## src/rtl/sparse_group_shrink_prox_core_defines.svh

```systemverilog
// ----------------------------------------------------------------------------
// sparse_group_shrink_prox_core_defines
// Assertion macros used by the sparse group shrink controller RTL.
// ----------------------------------------------------------------------------
`ifndef SPARSE_GROUP_SHRINK_PROX_CORE_DEFINES_SVH
`define SPARSE_GROUP_SHRINK_PROX_CORE_DEFINES_SVH

// same-cycle implication, disabled in reset
`define SGSP_ASSERT_IMP(label, clk, rst_n, ante, cons, msg) \
    label: assert property (@(posedge clk) disable iff (!rst_n) (ante) |-> (cons)) \
        else $error(msg);

// next-cycle implication, disabled in reset
`define SGSP_ASSERT_NXT(label, clk, rst_n, ante, cons, msg) \
    label: assert property (@(posedge clk) disable iff (!rst_n) (ante) |=> (cons)) \
        else $error(msg);

`endif

```

## src/rtl/sgsp_pkg.sv

```systemverilog
// ----------------------------------------------------------------------------
// sgsp_pkg
// Types and constants shared by the sparse group shrink controller and datapath.
// ----------------------------------------------------------------------------
`timescale 1ns / 1ps

package sgsp_pkg;

    localparam int DEF_MAX_LEN    = 1024;
    localparam int DEF_MAX_GROUPS = 256;

    localparam int DATA_W  = 32;
    localparam int INDEX_W = 10;
    localparam int GPOS_W  = 11;
    localparam int CFG_A_W = 2;
    localparam int STEP_W  = 5;

    // 32 iterations for both the square root and the divider
    localparam logic [STEP_W-1:0] STEP_LAST = 5'd31;

    // configuration register indexes
    localparam logic [CFG_A_W-1:0] CFG_L1_MODE   = 2'd0;
    localparam logic [CFG_A_W-1:0] CFG_L1_THRESH = 2'd1;
    localparam logic [CFG_A_W-1:0] CFG_GRP_COUNT = 2'd2;
    localparam logic [CFG_A_W-1:0] CFG_VEC_LEN   = 2'd3;

    typedef enum logic [1:0] {
        KIND_LOAD_GROUP = 2'd0,
        KIND_WRITE_ELEM = 2'd1,
        KIND_RUN        = 2'd2,
        KIND_READ_ELEM  = 2'd3
    } t_kind;

    typedef enum logic [4:0] {
        S_IDLE, S_RD_OUT, S_L1_RD, S_L1_WR, S_GRP_RD, S_GRP_SET,
        S_SQ_RD, S_SQ_MUL, S_SQ_ACC, S_SQRT, S_DEC,
        S_SC_RD, S_SC_MUL, S_SC_DIV, S_SC_WR, S_FIN
    } t_state;

    typedef enum logic [4:0] {
        OP_NOP, OP_LD_GRP, OP_WR_ELEM, OP_START, OP_RD_IN, OP_OUT_RD,
        OP_VEC_RD, OP_L1_WR, OP_GRP_RD, OP_GRP_SET, OP_SQ_MUL, OP_SQ_ACC,
        OP_SQRT_INIT, OP_SQRT_STEP, OP_DEC, OP_SC_MUL, OP_DIV_STEP,
        OP_SC_WR, OP_G_NEXT, OP_OUT_RUN
    } t_dp_op;

    typedef struct packed {
        logic l1_on;   // soft threshold pass enabled
        logic j_end;   // element walk reached its bound
        logic g_end;   // all groups processed
        logic shrink;  // norm above weight for current group
    } t_dp_status;

endpackage

```

## src/rtl/sgsp_ctrl.sv

```systemverilog
// ----------------------------------------------------------------------------
// sgsp_ctrl
// Controller: input and output handshakes and the run sequencer.
// ----------------------------------------------------------------------------
`timescale 1ns / 1ps
`include "sparse_group_shrink_prox_core_defines.svh"

module sgsp_ctrl (
    input  logic                 i_clk,
    input  logic                 i_rst_n,
    input  logic                 i_in_valid,
    output logic                 o_in_ready,
    input  logic [1:0]           i_kind,
    output logic                 o_out_valid,
    input  logic                 i_out_ready,
    input  sgsp_pkg::t_dp_status i_status,
    output sgsp_pkg::t_dp_op     o_op
);

    sgsp_pkg::t_state              r_state, n_state;
    logic [sgsp_pkg::STEP_W-1:0]   r_step, n_step;
    logic                          r_out_valid;
    logic                          out_free;
    logic                          in_acc;
    sgsp_pkg::t_kind               kind;

    assign kind        = sgsp_pkg::t_kind'(i_kind);
    assign out_free    = !r_out_valid || i_out_ready;
    assign o_in_ready  = (r_state == sgsp_pkg::S_IDLE) && out_free;
    assign in_acc      = i_in_valid && o_in_ready;
    assign o_out_valid = r_out_valid;

    // next state
    always_comb begin
        n_state = r_state;
        n_step  = '0;
        unique case (r_state)
            sgsp_pkg::S_IDLE: begin
                if (in_acc) begin
                    unique case (kind)
                        sgsp_pkg::KIND_RUN:
                            n_state = i_status.l1_on ? sgsp_pkg::S_L1_RD : sgsp_pkg::S_GRP_RD;
                        sgsp_pkg::KIND_READ_ELEM: n_state = sgsp_pkg::S_RD_OUT;
                        default: n_state = sgsp_pkg::S_IDLE;
                    endcase
                end
            end
            sgsp_pkg::S_RD_OUT:  n_state = sgsp_pkg::S_IDLE;
            sgsp_pkg::S_L1_RD:
                n_state = i_status.j_end ? sgsp_pkg::S_GRP_RD : sgsp_pkg::S_L1_WR;
            sgsp_pkg::S_L1_WR:   n_state = sgsp_pkg::S_L1_RD;
            sgsp_pkg::S_GRP_RD:
                n_state = i_status.g_end ? sgsp_pkg::S_FIN : sgsp_pkg::S_GRP_SET;
            sgsp_pkg::S_GRP_SET: n_state = sgsp_pkg::S_SQ_RD;
            sgsp_pkg::S_SQ_RD:
                n_state = i_status.j_end ? sgsp_pkg::S_SQRT : sgsp_pkg::S_SQ_MUL;
            sgsp_pkg::S_SQ_MUL:  n_state = sgsp_pkg::S_SQ_ACC;
            sgsp_pkg::S_SQ_ACC:  n_state = sgsp_pkg::S_SQ_RD;
            sgsp_pkg::S_SQRT: begin
                n_step = r_step + 1'b1;
                if (r_step == sgsp_pkg::STEP_LAST) begin
                    n_state = sgsp_pkg::S_DEC;
                end
            end
            sgsp_pkg::S_DEC:     n_state = sgsp_pkg::S_SC_RD;
            sgsp_pkg::S_SC_RD:
                n_state = i_status.j_end ? sgsp_pkg::S_GRP_RD : sgsp_pkg::S_SC_MUL;
            sgsp_pkg::S_SC_MUL:
                n_state = i_status.shrink ? sgsp_pkg::S_SC_DIV : sgsp_pkg::S_SC_RD;
            sgsp_pkg::S_SC_DIV: begin
                n_step = r_step + 1'b1;
                if (r_step == sgsp_pkg::STEP_LAST) begin
                    n_state = sgsp_pkg::S_SC_WR;
                end
            end
            sgsp_pkg::S_SC_WR:   n_state = sgsp_pkg::S_SC_RD;
            sgsp_pkg::S_FIN:
                if (out_free) begin
                    n_state = sgsp_pkg::S_IDLE;
                end
            default:             n_state = sgsp_pkg::S_IDLE;
        endcase
    end

    // datapath command
    always_comb begin
        o_op = sgsp_pkg::OP_NOP;
        unique case (r_state)
            sgsp_pkg::S_IDLE: begin
                if (in_acc) begin
                    unique case (kind)
                        sgsp_pkg::KIND_LOAD_GROUP: o_op = sgsp_pkg::OP_LD_GRP;
                        sgsp_pkg::KIND_WRITE_ELEM: o_op = sgsp_pkg::OP_WR_ELEM;
                        sgsp_pkg::KIND_RUN:        o_op = sgsp_pkg::OP_START;
                        sgsp_pkg::KIND_READ_ELEM:  o_op = sgsp_pkg::OP_RD_IN;
                        default:                   o_op = sgsp_pkg::OP_NOP;
                    endcase
                end
            end
            sgsp_pkg::S_RD_OUT:  o_op = sgsp_pkg::OP_OUT_RD;
            sgsp_pkg::S_L1_RD:
                o_op = i_status.j_end ? sgsp_pkg::OP_NOP : sgsp_pkg::OP_VEC_RD;
            sgsp_pkg::S_L1_WR:   o_op = sgsp_pkg::OP_L1_WR;
            sgsp_pkg::S_GRP_RD:
                o_op = i_status.g_end ? sgsp_pkg::OP_NOP : sgsp_pkg::OP_GRP_RD;
            sgsp_pkg::S_GRP_SET: o_op = sgsp_pkg::OP_GRP_SET;
            sgsp_pkg::S_SQ_RD:
                o_op = i_status.j_end ? sgsp_pkg::OP_SQRT_INIT : sgsp_pkg::OP_VEC_RD;
            sgsp_pkg::S_SQ_MUL:  o_op = sgsp_pkg::OP_SQ_MUL;
            sgsp_pkg::S_SQ_ACC:  o_op = sgsp_pkg::OP_SQ_ACC;
            sgsp_pkg::S_SQRT:    o_op = sgsp_pkg::OP_SQRT_STEP;
            sgsp_pkg::S_DEC:     o_op = sgsp_pkg::OP_DEC;
            sgsp_pkg::S_SC_RD:
                o_op = i_status.j_end ? sgsp_pkg::OP_G_NEXT : sgsp_pkg::OP_VEC_RD;
            sgsp_pkg::S_SC_MUL:  o_op = sgsp_pkg::OP_SC_MUL;
            sgsp_pkg::S_SC_DIV:  o_op = sgsp_pkg::OP_DIV_STEP;
            sgsp_pkg::S_SC_WR:   o_op = sgsp_pkg::OP_SC_WR;
            sgsp_pkg::S_FIN:
                o_op = out_free ? sgsp_pkg::OP_OUT_RUN : sgsp_pkg::OP_NOP;
            default:             o_op = sgsp_pkg::OP_NOP;
        endcase
    end

    // state, step counter and result valid
    always_ff @(posedge i_clk) begin
        if (!i_rst_n) begin
            r_state     <= sgsp_pkg::S_IDLE;
            r_step      <= '0;
            r_out_valid <= 1'b0;
        end else begin
            r_state <= n_state;
            r_step  <= n_step;
            if (o_op == sgsp_pkg::OP_OUT_RD || o_op == sgsp_pkg::OP_OUT_RUN) begin
                r_out_valid <= 1'b1;
            end else if (i_out_ready) begin
                r_out_valid <= 1'b0;
            end
        end
    end

    `SGSP_ASSERT_IMP(a_ready_in_idle, i_clk, i_rst_n, o_in_ready, r_state == sgsp_pkg::S_IDLE, "input ready outside idle")
    `SGSP_ASSERT_NXT(a_run_leaves_idle, i_clk, i_rst_n, in_acc && kind == sgsp_pkg::KIND_RUN, r_state != sgsp_pkg::S_IDLE, "run word did not start sequencer")
    `SGSP_ASSERT_NXT(a_sqrt_length, i_clk, i_rst_n, r_state == sgsp_pkg::S_SQRT && r_step == sgsp_pkg::STEP_LAST, r_state == sgsp_pkg::S_DEC, "square root did not end after 32 steps")
    `SGSP_ASSERT_NXT(a_run_result, i_clk, i_rst_n, r_state == sgsp_pkg::S_FIN && out_free, r_out_valid && r_state == sgsp_pkg::S_IDLE, "run result not posted")

endmodule

```

## config.mk

```make
export PLATFORM = sky130hd
export DESIGN_NAME = sgsp_ctrl
export DESIGN_NICKNAME = d
export VERILOG_FILES = /design/src/rtl/sgsp_pkg.sv /design/src/rtl/sgsp_ctrl.sv
export VERILOG_INCLUDE_DIRS = /design/src /design/src/rtl
export SDC_FILE = /design/constraint.sdc
export NUM_CORES = 1
export LEC_CHECK = 0
export ABC_AREA = 1
export BUFFER_PORTS_ARGS = -buffer_cell sky130_fd_sc_hd__buf_2
export CAP_MARGIN = 30
export CORE_MARGIN = 3
export CORE_UTILIZATION = 54
export CTS_CLUSTER_SIZE = 40
export DETAILED_ROUTE_END_ITERATION = 16
export PLACE_DENSITY = 0.82
export SYNTH_ARGS = -nofsm -noshare
export SYNTH_HDL_FRONTEND = slang
export SYNTH_SLANG_ARGS = --single-unit
```

## constraint.sdc

```tcl
create_clock -name i_clk -period 1.4 [get_ports i_clk]
set_input_delay 0.07 -clock i_clk [delete_from_list [all_inputs] [get_ports i_clk]]
set_output_delay 0.07 -clock i_clk [all_outputs]
set_load 0.01 [all_outputs]
```

==> results.json, run 1 <==
{
  "outcome": "finished with violations",
  "violations": "setup timing",
  "synth_compound_area_share_pct": 12.9,
  "grt.busiest_layer": "met2",
  "worstSetupPathType": "flip-flop to flip-flop",
  "place.gp.congestion": 0.901,
  "rsz0062_at_grt": "true",
  "drive_gt1_share_pct": 51.9,
  "finalMaxSlewViolations": 0,
  "fin_area_mm2": 0.00138,
  "mostFrequentLayoutCells": "nand2_1, buf_4, inv_1, nand2_2, buf_2",
  "drt-pass1-iter-count": 4,
  "synthDistinctLibCells": 29,
  "nFillCells": 82,
  "skew_ns": 0.00464,
  "crit_path_start_kind": "flip-flop",
  "grtUsageMet2_pct": 46.7,
  "hold_viol": 0,
  "peakVddDrop_uv": 1210,
  "fmax_mhz": 632,
  "ys_warn_count": 0,
  "routedWlPerCell_um": 15.4,
  "vias_per_cell": 5.61,
  "cap_viol_max_count": 0,
  "cts_buffers": 3,
  "use_met1_pct": 33.0,
  "hold_ws_ns": 0.108,
  "dieArea_mm2": 0.00227,
  "r2r_cells": 12,
  "period_share_pct": 113,
  "postSynthCellCount": 146,
  "worstPathArrival_ns": 1.74,
  "first_global_vias": 1076,
  "areaGrowthSynthToFinish_pct": 46.8,
  "worst_pin_slew_ns": 0.361,
  "muxShareOfSynthArea_pct": 0,
  "dp_hpwl_um": 2010,
  "ctsHtreeMaxLevel": 1,
  "hold_start": "i_out_ready",
  "cts_tree": "built",
  "grt_max_degree": 7,
  "fp.dieW_um": 47.7,
  "die_height_um": 47.7,
  "rows": 14,
  "multi_input_area_um2": 734,
  "drc": 0,
  "final_cells": 205,
  "final_common_cell": "nand2_1",
  "reg2reg_to": "o_out_valid",
  "coreArea_mm2": 0.00158,
  "overflow": 0,
  "syn-num-nets": 162,
  "cp.required_ns": 1.56,
  "cp_max_fo": 5,
  "vias": 1151,
  "place_area_mm2": 0.00114,
  "yosysTopAreaCell": "dfxtp_1",
  "dp.cells": 192,
  "fin_crit_ns": 1.58,
  "endpoint_kind": "flip-flop",
  "insertedDiodeCount": 0,
  "synth-xor-area-share_pct": 0,
  "root_buffer": "clkbuf_4",
  "clockBufferDepth": 2,
  "use_met3_pct": 8.65,
  "drt.antenna.violating_nets": 0,
  "setup-violations-final": 11,
  "syn_area_um2": 938,
  "hp-class": "primary input to flip-flop",
  "synth-seq-cells": 10,
  "drt_iter0_markers": 46,
  "clkSinkCount": 10,
  "syn-mean-instance-area_um2": 6.43,
  "ys_top_cells_by_area": "dfxtp_1, nand2_1, ha_1, nand3_1, inv_1",
  "start_util_pct": 59.5,
  "timing.rr.start": "r_state[0]",
  "grt_usage_pct": 27.9,
  "power_leakage_nw": 0.708,
  "port_buffers": 16,
  "grt_pass1_wl_um": 4490,
  "power.density_mw_per_mm2": 1600,
  "synth_top_family_by_area": "simple AND/OR/NAND/NOR gates",
  "routed_wl_um": 3160,
  "min_to": "o_out_valid",
  "ys_seq_area_share_pct": 21.3,
  "antenna_found_initial": 0,
  "clk_pin_slew_worst_paths_ns": 0.07,
  "seq_area_um2": 213,
  "yosysTopAreaCellShare_pct": 21.3,
  "ioPinCount": 17,
  "synth_fa_ha_area_share_pct": 8.00,
  "holdPathStages": 4,
  "clk-insertion-delay-late_ns": 0.27,
  "rrSetupSlack_ns": -0.18,
  "yosys.area_share.simple_pct": 45.7,
  "setup_ws_ns": -0.183,
  "slew_headroom_pct": 75.7,
  "num-nets-final": 206
}
-- timing repair --
action	in CTS	in global routing
buffers inserted	6	3
hold buffers	0	0
endpoints found under the setup margin	10	11
pin swaps	12	13
resized for setup	21	23
-- worst max path at each step --
| stage | startpoint | to | slack, ns | cells past startpoint |
|---|---|---|---|---|
| CTS | r_state[0] | o_op[2] | -0.19 | 7 |
| global placement | r_state[1] | o_out_valid | -0.07 | 9 |
| detailed placement | r_state[0] | o_out_valid | -0.08 | 10 |
| global route | r_state[0] | o_out_valid | -0.24 | 12 |
| floorplan | r_state[3] | o_out_valid | 0.05 | 9 |
| finish | r_state[0] | o_out_valid | -0.18 | 12 |
-- critical path: stages, from the launching register on --
cell	delay, ns
dfxtp_2	0.34
buf_6	0.12
nor2_4	0.20
nand2_4	0.08
nor3_4	0.16
nand2_2	0.11
buf_4	0.14
inv_1	0.04
nor2_1	0.04
nand2_1	0.06
nand2_1	0.06
nand2_1	0.07
a21oi_2	0.05
-- cells by family (layout without fill, tap and decap cells) --
logic type | after synthesis | count (layout)
AOI/OAI and AO/OA | 21 | 21
adders and majority gates | 6 | 6
buffers and inverters | 26 | 69
DFF | 10 | 10
and+or+nand+nor | 83 | 83
-- flip-flops by register name, indices dropped and copies added (netlist names) --
register     cells
r_state          4
o_out_valid      1
r_step           5
-- per-layer routing --
layer  vias to the layer above  wire length, µm
met1                       533             1300
met4                         0               38
met5                         -                0
met2                        51             1630
met3                         6              182
li1                        561                -
-- through the flow --
stage,TNS (ns),setup WS [ns],utilization [%],power (mW)
2_1_floorplan,0,0.0450,-,1.11
3_3_place_gp,-0.0707,-0.0696,72.1,1.47
3_5_place_dp,-0.236,-0.0844,72.1,1.50
4_1_cts,-1.13,-0.191,81.0,2.00
5_1_grt,-2.03,-0.237,87.4,2.32
6_report,-1.43,-0.183,87.4,2.21
-- cell type report --
type                    instances  share of cell area, %
multi-input cells             110                   53.3
inverters                      24                   6.54
flip-flops and latches         10                   15.4
clock buffers                   4                   2.63
repair buffers                 41                   20.6
well taps                      16                   1.45
-- report_power, final --
part | total [mW] | leakage (nW) | switching [mW] | internal [mW]
clock | 0.267 | 0.0210 | 0.109 | 0.158
combinational | 1.54 | 0.603 | 0.866 | 0.677
sequential | 0.401 | 0.0843 | 0.0650 | 0.336
-- cell usage after synthesis --
cell / instances
inv_2: 6
nand2_1: 36
clkinv_1: 1
nor3b_1: 2
nand3_2: 2
dfxtp_1: 10
o21ai_1: 2
a21oi_2: 1
nand2_4: 1
o22ai_1: 1
buf_6: 2
nor2_1: 12
nor3_4: 1
nand2_2: 3
o211ai_1: 3
nor3_1: 3
o21ai_0: 5
nand4_1: 1
nor3_2: 1
nor2_2: 2
and3_1: 1
ha_1: 6
o21bai_1: 1
inv_1: 17
nand3b_1: 1
a31oi_1: 1
nand3_1: 13
a21oi_1: 7
nor2_4: 4
Power figures use the tool's default switching activity.
==> run 2: changes to the inputs <==
--- a/config.mk
+++ b/config.mk
@@ -17,3 +17,4 @@
 export SYNTH_ARGS = -nofsm -noshare
 export SYNTH_HDL_FRONTEND = slang
 export SYNTH_SLANG_ARGS = --single-unit
+export TNS_END_PERCENT = 30
==> results.json, run 2 (same netlist as run 1, synthesis figures left out) <==
{
  "peakVddDrop_uv": 1340,
  "post-route-util_pct": 86.0,
  "drive_gt1_share_pct": 49.5,
  "antenna_found_initial": 0,
  "largest_reg_flops": 5,
  "drt-pass1-iter-count": 4,
  "cp.required_ns": 1.61,
  "cp_cell_sequence": "buf_6 > nor2_4 > nand2_4 > nor3_4 > nand2_1 > nand3_2 > buf_4 > nand2_1 > nand2_1 > nand2_1 > a21oi_2",
  "coreArea_mm2": 0.00158,
  "overflow": 0,
  "fp.dieW_um": 47.7,
  "routed_wl_um": 3340,
  "crit_buf_inv": 2,
  "vias_per_cell": 5.95,
  "dieArea_mm2": 0.00227,
  "rows": 14,
  "num-nets-final": 203,
  "ctsHtreeMaxLevel": 1,
  "worstPathArrival_ns": 1.87,
  "areaGrowthSynthToFinish_pct": 44.4,
  "hp-class": "primary input to flip-flop",
  "clk-insertion-delay-late_ns": 0.27,
  "drt.antenna.violating_nets": 0,
  "first_global_vias": 1037,
  "crit_top_cell": "nand2_1",
  "hold_viol": 0,
  "port_buffers": 16,
  "fin_crit_ns": 1.66,
  "clockBufferDepth": 2,
  "setup-violations-final": 11,
  "clkSinkCount": 10,
  "cp_max_fo": 5,
  "setup_ws_ns": -0.259,
  "die_height_um": 47.7,
  "cts_hold_buf": 0,
  "skew_ns": 0.00700,
  "final_common_cell": "nand2_1",
  "p_int_mw": 1.21,
  "pwr-share-seq_pct": 17.5,
  "nFillCells": 85,
  "drc": 0,
  "grt_pass1_wl_um": 4400,
  "power_mw": 2.29,
  "top_register": "r_step",
  "endpoint_kind": "flip-flop",
  "path_delay_family": "simple AND/OR/NAND/NOR gates",
  "start_util_pct": 59.5,
  "vias": 1201,
  "violations": "setup timing",
  "routedWlPerCell_um": 16.5,
  "pwr-share-clk_pct": 11.6,
  "grt_usage_pct": 27.3,
  "dp_hpwl_um": 2010,
  "pwr-share-comb_pct": 70.9,
  "period_share_pct": 118,
  "p_switching_mw": 1.08,
  "crit_path_max_incr_delay_ns": 0.34,
  "outcome": "finished with violations",
  "mostFrequentLayoutCells": "nand2_1, buf_4, inv_1, buf_2, nand3_1",
  "cts_tree": "built",
  "root_buffer": "clkbuf_4",
  "cap_viol_max_count": 0,
  "cts_buffers": 3,
  "place.gp.congestion": 0.901,
  "fmax_mhz": 603,
  "insertedDiodeCount": 0,
  "crit_slowest_cell": "dfxtp_2",
  "power_leakage_nw": 0.700,
  "finalMaxSlewViolations": 0,
  "slew_headroom_pct": 78.5,
  "grt_max_degree": 7,
  "rsz0062_at_grt": "true",
  "ioPinCount": 17,
  "worst_pin_slew_ns": 0.319,
  "drt_iter0_markers": 105,
  "clk_pin_slew_worst_paths_ns": 0.07,
  "worstSetupPathType": "flip-flop to flip-flop",
  "power.density_mw_per_mm2": 1690,
  "crit_path_start_kind": "flip-flop",
  "sw_frac_of_total_pct": 47.0
}
==> run 2: cell types whose count changed in the layout (fill, tap and decap cells not counted), moves of 2 or more <==
| cell | delta |
|---|---|
| nand2_1 | +5 |
| nand2_2 | -5 |
| buf_6 | +3 |
| nor2_1 | -2 |
| buf_2 | -2 |
| buf_4 | -4 |
==> run 2: worst min-delay path, stage by stage <==
cell and delay, ns:
buf_2 0.08, inv_1 0.04, nand2_2 0.10, a21oi_2 0.06
==> run 2: final timing paths <==
path	from	to	slack (ns)	cells after the start
setup reg to reg	r_state[0]	o_out_valid	-0.26	11
hold reg to reg	r_step[3]	r_step[3]	0.50	2
hold / removal	i_out_ready	o_out_valid	0.14	4
setup / recovery	r_state[0]	o_out_valid	-0.26	11
==> run 2: per-layer routing <==
layer	routed length, µm	up-vias	global-route usage, %
li1	-	554	-
met1	1230	537	33.0
met2	1630	87	46.4
met3	349	23	8.27
met4	131	0	8.06
met5	0	-	0
==> run 2: area by class of cell <==
class | instances | area [µm²] | share of cell area, %
Multi-Input combinational cell | 110 | 718 | 53.0
Timing Repair Buffer | 38 | 278 | 20.5
Sequential cell | 10 | 213 | 15.7
Inverter | 24 | 90.1 | 6.65
Clock buffer | 4 | 36.3 | 2.68
Tap cell | 16 | 20.0 | 1.48
==> run 2: timing repair <==
| item | in CTS | in global routing |
|---|---|---|
| hold endpoints to repair | 0 | 0 |
| setup buffers | 5 | 1 |
| pin swaps | 9 | 8 |
| gates resized for setup | 19 | 24 |
| endpoints found under the setup margin | 10 | 11 |
==> run 2: per-stage QoR <==
stage | cells | worst slack (ns) | hold slack, ns | TNS (ns) | instance area [µm²]
after CTS | 201 | -0.191 | 0.0919 | -1.09 | 1260
after detailed placement | 192 | -0.0844 | 0.404 | -0.236 | 1140
after floorplan | 146 | 0.0450 | 0.252 | 0 | 938
after global placement | 192 | -0.0696 | 0.387 | -0.0707 | 1140
after global routing | 202 | -0.305 | 0.136 | -2.01 | 1360
final | 202 | -0.259 | 0.136 | -1.41 | 1360
==> run 2: power groups by stage <==
| stage | sequential, mW | combinational (mW) | clock, mW |
|---|---|---|---|
| 3_3_place_gp | 0.382 | 1.09 | 0 |
| 2_1_floorplan | 0.375 | 0.737 | 0 |
| 4_1_cts | 0.390 | 1.33 | 0.267 |
| 5_1_grt | 0.407 | 1.70 | 0.281 |
| 6_report | 0.401 | 1.63 | 0.265 |
| 3_5_place_dp | 0.384 | 1.11 | 0 |
==> run 3: changes to the inputs <==
--- a/config.mk
+++ b/config.mk
@@ -13,7 +13,7 @@
 export CORE_UTILIZATION = 54
 export CTS_CLUSTER_SIZE = 40
 export DETAILED_ROUTE_END_ITERATION = 16
-export PLACE_DENSITY = 0.82
+export PLACE_DENSITY_LB_ADDON = 0.25
 export SYNTH_ARGS = -nofsm -noshare
 export SYNTH_HDL_FRONTEND = slang
 export SYNTH_SLANG_ARGS = --single-unit
==> results.json, run 3 (same netlist as run 1, synthesis figures left out) <==
{
  "outcome": "finished with violations",
  "violations": "setup timing",
  "setup-violations-final": 10,
  "slew_headroom_pct": 73.7,
  "hp-class": "primary input to flip-flop",
  "final_cells": 203,
  "areaGrowthSynthToFinish_pct": 48.8,
  "rows": 14,
  "cp_max_fo": 6,
  "endpoint_kind": "primary output",
  "cp.required_ns": 1.33,
  "num-nets-final": 204,
  "die_height_um": 47.7,
  "power.density_mw_per_mm2": 1560,
  "largest_reg_flops": 5,
  "rsz0062_at_grt": "true",
  "antenna_found_initial": 0,
  "place_ws_ns": -0.0751,
  "overflow": 0,
  "coreArea_mm2": 0.00158,
  "finalMaxSlewViolations": 0,
  "dp.cells": 188,
  "routedWlPerCell_um": 15.7,
  "insertedDiodeCount": 0,
  "place.gp.congestion": 0.922,
  "dieArea_mm2": 0.00227,
  "period_share_pct": 110,
  "fmax_mhz": 651,
  "final_common_cell": "nand2_1",
  "vias_per_cell": 5.62,
  "place_area_mm2": 0.00111,
  "drt-pass1-iter-count": 5,
  "clockBufferDepth": 2,
  "grt_pass1_wl_um": 4840,
  "vias": 1141,
  "drt.antenna.violating_nets": 0,
  "fin_setup_tns_ns": -0.909,
  "ctsHtreeMaxLevel": 1,
  "worstPathArrival_ns": 1.47,
  "top_register": "r_step",
  "fp.dieW_um": 47.7,
  "hold_viol": 0,
  "routed_wl_um": 3190,
  "drt_iter0_markers": 45,
  "fin_crit_ns": 1.54,
  "ioPinCount": 17,
  "power_mw": 2.17,
  "grt_max_degree": 7,
  "clk-insertion-delay-late_ns": 0.27,
  "power_leakage_nw": 0.739,
  "dp_hpwl_um": 2080,
  "grt_usage_pct": 29.9,
  "worstSetupPathType": "flip-flop to primary output",
  "skew_ns": 0.000948,
  "mostFrequentLayoutCells": "nand2_1, buf_4, inv_1, buf_2, nor2_1",
  "setup_ws_ns": -0.137,
  "port_buffers": 16,
  "cts_tree": "built",
  "drc": 0,
  "cts_buffers": 3,
  "clk_pin_slew_worst_paths_ns": 0.07,
  "start_util_pct": 59.5,
  "peakVddDrop_uv": 1030,
  "hold_ws_ns": 0.118,
  "worst_pin_slew_ns": 0.391,
  "fin_area_mm2": 0.00140,
  "clkSinkCount": 10,
  "drive_gt1_share_pct": 47.1,
  "first_global_vias": 1141,
  "post-route-util_pct": 88.6,
  "root_buffer": "clkbuf_4",
  "cap_viol_max_count": 0,
  "crit_path_start_kind": "flip-flop"
}
-- run 3: changes by cell type in the layout (fill, tap and decap cells not counted), moves of 2 or more --
cell,previous run,this run
a21oi_1,4,6
a21oi_2,4,2
dfxtp_2,4,2
dfxtp_4,2,4
nand2_1,30,34
nand2_2,9,3
nand3_1,10,7
nand3_2,5,7
nor2_2,4,2
-- run 3: final cells by class --
cell class                 instances  area [µm²]
inverter                          24        90.1
tap                               16        20.0
timing repair buffer              39         283
sequential                        10         218
fill                              83         180
multi-input combinational        110         749
clock buffer                       4        36.3
-- run 3: path summary, 6_finish.rpt --
path | start | end | slack [ns] | cells past startpoint
setup / recovery | r_state[3] | o_op[3] | -0.14 | 7
hold / removal | i_rst_n | r_step[2] | 0.12 | 3
setup reg to reg | r_state[3] | o_out_valid | -0.11 | 10
hold reg to reg | r_step[3] | r_step[3] | 0.49 | 2
-- run 3: report_power, final --
part / internal [mW] / leakage [nW] / total (mW) / switching [mW]
clock: 0.158 / 0.0210 / 0.264 / 0.106
sequential: 0.341 / 0.0849 / 0.425 / 0.0843
combinational: 0.675 / 0.633 / 1.49 / 0.811
total: 1.17 / 0.739 / 2.17 / 1.00
-- run 3: what timing repair did --
item                                    CTS  global route
pin swaps                                15             6
buffers inserted                          9             2
gates resized for setup                  34            11
hold buffers                              0             0
endpoints found under the setup margin   10            10
-- run 3: worst max-delay path, stage by stage, from the launching register on --
cell and delay, ns:
dfxtp_4 0.37, buf_6 0.12, nor2_4 0.18, nand2_2 0.10
o21ai_2 0.18, nor3_2 0.08, inv_1 0.05, buf_2 0.12
-- run 3: per-layer routing --
layer | share of wire [%] | global-route usage [%] | up-vias | routed length (µm)
li1 | - | - | 556 | -
met1 | 41 | 32.7 | 517 | 1300
met2 | 50 | 55.1 | 60 | 1580
met3 | 7.6 | 7.52 | 8 | 241
met4 | 1.9 | 10.2 | 0 | 61
met5 | 0 | 0 | - | 0
